**src/cbc_pkg.sv**
```systemverilog
// ----------------------------------------------------------------------------
// cbc_pkg
// Shared types and constants for the cartridge bank controller.
// ----------------------------------------------------------------------------
package cbc_pkg;

  localparam int RAM_BANK_AW = 13;
  localparam int ROM_OFF_W   = 14;
  localparam int ROM_ADDR_W  = 21;
  localparam int RTC_REGS    = 5;
  localparam int RTC_IDX_W   = 3;

  localparam logic [RTC_IDX_W-1:0] RTC_SEC   = 3'd0;
  localparam logic [RTC_IDX_W-1:0] RTC_MIN   = 3'd1;
  localparam logic [RTC_IDX_W-1:0] RTC_HOUR  = 3'd2;
  localparam logic [RTC_IDX_W-1:0] RTC_DAYLO = 3'd3;
  localparam logic [RTC_IDX_W-1:0] RTC_DAYHI = 3'd4;

  localparam logic [2:0] RGN_RAM_EN   = 3'd0;
  localparam logic [2:0] RGN_ROM_BANK = 3'd1;
  localparam logic [2:0] RGN_RAM_BANK = 3'd2;
  localparam logic [2:0] RGN_LATCH    = 3'd3;
  localparam logic [2:0] RGN_EXT      = 3'd5;

  localparam logic CFG_RAM_PRESENT = 1'b0;
  localparam logic CFG_BANK_MASK   = 1'b1;

  localparam logic CMD_READ  = 1'b0;
  localparam logic CMD_WRITE = 1'b1;

  localparam logic [7:0] BYTE_NONE = 8'hFF;

  typedef struct packed {
    logic                 we;
    logic                 latch;
    logic [RTC_IDX_W-1:0] idx;
    logic [7:0]           wdata;
  } rtc_ctl_t;

endpackage

```
**src/cbc_rtc.sv**
```systemverilog
// ----------------------------------------------------------------------------
// cbc_rtc
// Live and latched clock register bytes: range-reduced writes, latch copy,
// latched read-back.
// ----------------------------------------------------------------------------
module cbc_rtc
  import cbc_pkg::*;
(
  input  logic                 clk,
  input  logic                 rst_n,
  input  rtc_ctl_t             ctl,
  input  logic [RTC_IDX_W-1:0] rd_idx,
  output logic [7:0]           rd_data
);

  logic [7:0] live_r    [RTC_REGS];
  logic [7:0] latched_r [RTC_REGS];
  logic [7:0] store_val;

  function automatic logic [7:0] mod60(input logic [7:0] v);
    logic [7:0] t;
    t = v;
    if (t >= 8'd240) t = t - 8'd240;
    if (t >= 8'd120) t = t - 8'd120;
    if (t >= 8'd60)  t = t - 8'd60;
    return t;
  endfunction

  function automatic logic [7:0] mod24(input logic [7:0] v);
    logic [7:0] t;
    t = v;
    if (t >= 8'd192) t = t - 8'd192;
    if (t >= 8'd96)  t = t - 8'd96;
    if (t >= 8'd48)  t = t - 8'd48;
    if (t >= 8'd24)  t = t - 8'd24;
    return t;
  endfunction

  always_comb begin
    case (ctl.idx)
      RTC_SEC, RTC_MIN: store_val = mod60(ctl.wdata);
      RTC_HOUR:         store_val = mod24(ctl.wdata);
      RTC_DAYLO:        store_val = ctl.wdata;
      default:          store_val = ctl.wdata & 8'hC1;
    endcase
  end

  always_ff @(posedge clk) begin
    if (!rst_n) begin
      for (int i = 0; i < RTC_REGS; i++) begin
        live_r[i]    <= '0;
        latched_r[i] <= '0;
      end
    end else begin
      if (ctl.we && ctl.idx < RTC_IDX_W'(RTC_REGS)) begin
        live_r[ctl.idx] <= store_val;
      end
      if (ctl.latch) begin
        for (int i = 0; i < RTC_REGS; i++) begin
          latched_r[i] <= live_r[i];
        end
      end
    end
  end

  assign rd_data = (rd_idx < RTC_IDX_W'(RTC_REGS)) ? latched_r[rd_idx] : BYTE_NONE;

endmodule

```
**config.mk**
```make
export PLATFORM = sky130hd
export DESIGN_NAME = cbc_rtc
export DESIGN_NICKNAME = d
export VERILOG_FILES = /design/src/cbc_pkg.sv /design/src/cbc_rtc.sv
export SDC_FILE = /design/constraint.sdc
export NUM_CORES = 1
export LEC_CHECK = 0
export CORE_AREA = 3 3 116 118
export DETAILED_ROUTE_END_ITERATION = 8
export DIE_AREA = 0 0 119 121
export DONT_BUFFER_PORTS = 1
export GPL_TIMING_DRIVEN = 1
export PLACE_DENSITY = 0.56
export REMOVE_ABC_BUFFERS = 1
export SYNTH_ARGS = -nofsm -noshare
export SYNTH_HDL_FRONTEND = slang
export SYNTH_SLANG_ARGS = --single-unit
```
**constraint.sdc**
```tcl
create_clock -name clk -period 9.3 [get_ports clk]
set_clock_uncertainty 0.2 [all_clocks]
set_input_delay 0.465 -clock clk [delete_from_list [all_inputs] [get_ports clk]]
set_output_delay 0.465 -clock clk [all_outputs]
set_load 0.005 [all_outputs]
```
* Word level (Yosys, flattened, before mapping)
Memory sizes are Yosys's and may differ from the RTL's. Index checks and enable logic that the tools add are counted. W data, S select, Z words.
Word-level totals: register bits after elaboration 0, bits in writable memories 80, output and inout port bits 8, word-level logic and storage cells 59, memories 2
Cells by class: add/sub/neg operators 7, magnitude comparators 9, equal/unequal tests 3, multiplexer cells 29, bitwise logic cells 5, reduce and logical (&&, ||, !) cells 4
Memories:
- latched_r | words 5, width 8, read ports 1, clocked after Yosys merged registers in 0, write ports 5, line cbc_rtc.sv:17 | logic [7:0] latched_r [RTC_REGS];
- live_r | words 5, width 8, read ports 5, clocked after Yosys merged registers in 0, write ports 5, line cbc_rtc.sv:16 | logic [7:0] live_r [RTC_REGS];
Operators with widths (count):
- $mux W8 | 19
- $pmux W8 S3 | 1
- $ge A8 B6 Y1 const B | 2
- $ge A8 B7 Y1 const B | 2
- $ge A8 B8 Y1 const B | 2
- $sub A8 B6 Y8 const B | 2
- $sub A8 B7 Y8 const B | 2
- $sub A8 B8 Y8 const B | 2
- $ge A8 B5 Y1 const B | 1
- $mux W1 | 8
- $reduce_or A8 Y1 | 1
- $sub A8 B5 Y8 const B | 1
- $eq A3 B2 Y1 const B | 2
- $lt A3 B3 Y1 const B | 2
- $or A1 B1 Y1 | 5
- $eq A3 B1 Y1 const B | 1
- $logic_not A3 Y1 | 1
- $mux W3 | 1
- $reduce_or A2 Y1 | 1
- $logic_and A1 B1 Y1 | 1

* Logic depth before layout (Yosys ltp)
depth in word-level cells 13, mapped depth 18, mapped depth without buffers 17

* Worst setup path after synthesis
Ideal clock, no wire load.
path type input-to-reg, from input ctl[7] in the netlist's numbering, to memory live_r[3][5], data pin, setup time 190 ps, arrival time 3936 ps, required time 8910 ps, slack 4974 ps, cell stages on the path 17, path through nand2b_1 inv_1 ha_1 inv_1 ha_1 clkbuf_1 o21ai_1 xor2_1 ha_1 nor3b_1 a32oi_1 nor3_1 mux2i_1 ha_1 or3_1 a221o_1 a2111oi_2
RTL lines:
- from (decl) | line cbc_rtc.sv:11 | input rtc_ctl_t ctl,
- to (decl) | line cbc_rtc.sv:16

==> impl_metrics.csv <==
group,metric,value,unit
setup_path,cp_num_buf_inv,2,
die,dieWidth,119,microns
setup_path,crit_required,9250,ps
logic_synthesis,ys_ff_latch,80,
global_route,antenna_found_initial,0,
clock_network,cts_buffers,9,
drt,via_per_inst,5.21,
logic_synthesis,synth_edf_count,80,
power_and_ir_drop,ir_worst_vdd,0.0000965,V
setup_path,criticalPathCategory,"input pin to flip-flop",
drt,routedWlPerCell,16.9,microns
logic_synthesis,synth_xor_area_frac,0.0141,
logic_synthesis,synth_seq_area_share,0.553,
drt,drt_first_iter_violations,191,
placement,port_buffers,0,
clock_network,cts_setup_buffers,0,
placement,hpwl,6420,microns
setup_path,crit_start,"ctl[7]",
power_and_ir_drop,pwr-share-seq,0.501,
sta,worstMarginPinSlew,715,ps
clock_network,cts_tree,"done",
power_and_ir_drop,p_leak,0.00181,uW
setup_path,r2r_setup_slack,8260,ps
die,core,12600,sq um
logic_synthesis,synthCells,386,
logic_synthesis,synth-simple-area-share,0.200,
setup_path,r2r-end,"latched_r[3][2]",
clock_network,clock_latency,330,ps
outcome,outcome,"complete, no violations",
logic_synthesis,synth.avg_cell_area,11.2,sq um
logic_synthesis,ys_top_cells_by_count,"80 x edfxtp_1, 41 x and3_1, 31 x nor2_1, 23 x clkbuf_1, 20 x nand2_1",
logic_synthesis,synth.most_common_cell,"edfxtp_1",
cells_and_area,diodes,0,
placement,place.gp.congestion,0.894,
cells_and_area,fill_cells,1229,
hold_path,min_to,"live_r[1][7]",
global_route,grt_max_degree,51,
setup_path,crit_fanout,16,
die,ios,26,
setup_path,critPathSlowestCell,"nor3_1",
drt,firstDrtPassIters,5,
cells_and_area,areaGrowthSynthToFinish,9.34,%
sta,rsz0062_at_grt,"no",
global_route,grt_use_total,0.134,
clock_network,cts_max_path_buffers,2,
power_and_ir_drop,powerDensity,181,nW/um^2
sta,hold_viol,0,
global_route,grt_first_pass_wirelength,14900,microns
logic_synthesis,syn-cell-area,4340,sq um
power_and_ir_drop,p_total,857,uW
logic_synthesis,ys_types,55,
clock_network,cts.sinks,80,
sta,worst_slack,5020,ps
cells_and_area,drive_gt1_frac,0.0789,
logic_synthesis,async_reset_ff_frac,0,
setup_path,slowest_delay,460,ps
sta,fmax,234,MHz
die,die_y,121,microns
setup_path,cp.arrival,4220,ps
hold_path,hp-start,"ctl[9]",
logic_synthesis,synth_compound_area_frac,0.106,
power_and_ir_drop,swShare,0.221,
sta,relSlewSlack,0.520,
logic_synthesis,muxShareOfSynthArea,0.0649,
logic_synthesis,synth_top_cell_by_area,"edfxtp_1",
logic_synthesis,synth_top_area_frac,0.553,
drt,drt-total-wl,9320,microns
clock_network,cts_resized,0,
setup_path,worstSetupStartpointType,"input pin",
logic_synthesis,synth_fa_ha_area_frac,0.0231,
die,rows,41,
global_route,grt_overflow,0,
hold_path,min_path_type,"input pin to flip-flop",
die,initial_core_util,0.345,
cells_and_area,nNetsFinal,401,
clock_network,htreeDepth,3,
job,drv_cap,0,
logic_synthesis,yosys_warnings,0,
logic_synthesis,synth_top_family_by_area,"simple AND/OR/NAND/NOR gates",
power_and_ir_drop,p_comb_frac,0.112,
hold_path,holdPathStages,1,
drt,drc,0,
sta,slew_violations,0,
logic_synthesis,ys_top_cells_by_area,"edfxtp_1 55%, and3_1 5.9%, mux2i_1 4.2%",
global_route,grt_pass1_vias,2823,
sta,finalSetupViolations,0,
sta,period_minus_slack,4280,ps
setup_path,r2r-start,"live_r[3][2]",
clock_network,hold_buffers,0,
power_and_ir_drop,power.switching,189,uW
placement,pre_cts_slack,4710,ps
setup_path,reg2reg_depth,1,
power_and_ir_drop,power.internal,668,uW
setup_path,path_cells,"nand2b_1 -> inv_1 -> ha_1 -> inv_1 -> ha_1 -> o21ai_1 -> xor2_1 -> ha_1 -> nor3b_1 -> a32oi_1 -> nor3_1 -> mux2i_1 -> ha_1 -> or3_1 -> a221o_1 -> a2111oi_2",
clock_network,clk_root_buffer_cell,"clkbuf_16",
sta,setup_tns,0,ps
sta,min_period_over_period,0.460,
clock_network,clk_pin_slew,60,ps
logic_synthesis,ys.flop_type,"edfxtp_1",
drt,vias,2878,
die,die_area,14400,sq um
setup_path,path_delay_family,"simple AND/OR/NAND/NOR gates",
power_and_ir_drop,clkPwrFrac,0.388,
setup_path,crit_top_cell,"ha_1",
drt,ant_nets,0,
setup_path,cp-end-kind,"flip-flop",
layout by cell type, fill, tap and decap left out, drive strengths merged, types with 3 or more instances in the layout:
cell / Yosys / routed
and2: 3 / 3
nand3b: 3 / 3
mux2i: 18 / 18
clkinv: 1 / 5
nor4: 9 / 9
clkbuf: 23 / 11
nor2: 31 / 31
nand2b: 9 / 9
nor2b: 4 / 4
xnor2: 5 / 5
nand3: 11 / 11
o21a: 4 / 4
a31oi: 9 / 9
o22a: 8 / 8
nand2: 20 / 20
ha: 8 / 8
and3: 41 / 41
edfxtp: 80 / 80
o21ai: 10 / 10
conb: 1 / 5
or4: 3 / 3
a21oi: 16 / 16
inv: 11 / 11
nor3: 13 / 13
mux2: 9 / 9
registers in the layout, summed over array words and instances (netlist names):
name / cells
live_r: 40
latched_r: 40
area by class of cell:
cell class                      count  area [sq um]  area share
Clock inverter                      5          47.5      0.0100
Timing Repair Buffer                2          15.0     0.00316
Inverter                           12          45.0     0.00949
Multi-Input combinational cell    270          1790       0.377
Clock buffer                       11           233      0.0490
Tap cell                          172           215      0.0453
Sequential cell                    80          2400       0.506
kinds of logic (layout without fill, tap and decap cells):
group,after synthesis,count (layout)
AO/OA/AOI/OAI,66,66
XOR/XNOR,7,7
flip-flops,80,80
other,1,5
multiplexers,27,27
buffers and inverters,40,30
AND/OR/NAND/NOR,157,157
adder cells (fa/ha/maj),8,8
per-stage QoR:
| step | instance area (sq um) | hold slack, ps | utilization | std cells |
|---|---|---|---|---|
| floorplan | 4240 | 335 | - | 362 |
| global placement | 4470 | 341 | 0.355 | 536 |
| detailed placement | 4470 | 342 | 0.355 | 536 |
| CTS | 4750 | 113 | 0.378 | 552 |
| global route | 4750 | 109 | 0.378 | 552 |
| finish | 4750 | 125 | 0.378 | 552 |
power groups by stage:
stage	logic, uW	registers (uW)	clock network (uW)
2_1_floorplan	75.3	434	0
3_3_place_gp	95.2	436	0
3_5_place_dp	95.3	437	0
4_1_cts	96.1	429	340
5_1_grt	107	431	355
6_report	95.6	429	332
worst max path at each step:
stage                   endpoint  slack, ps  depth (start not counted)
floorplan           live_r[3][5]       5090                         16
global placement    live_r[3][5]       4860                         16
detailed placement  live_r[3][5]       4710                         16
CTS                 live_r[3][5]       5050                         16
global route        live_r[3][5]       4680                         16
finish              live_r[3][5]       5020                         16
metal layers:
layer | track usage | share of wire | up-vias
met2 | 0.205 | 0.45 | 80
met4 | 0.0514 | 0.019 | 0
li1 | - | - | 1439
met3 | 0.0452 | 0.066 | 11
met5 | 0 | 0 | -
met1 | 0.176 | 0.46 | 1348
Power figures use the tool's default switching activity.
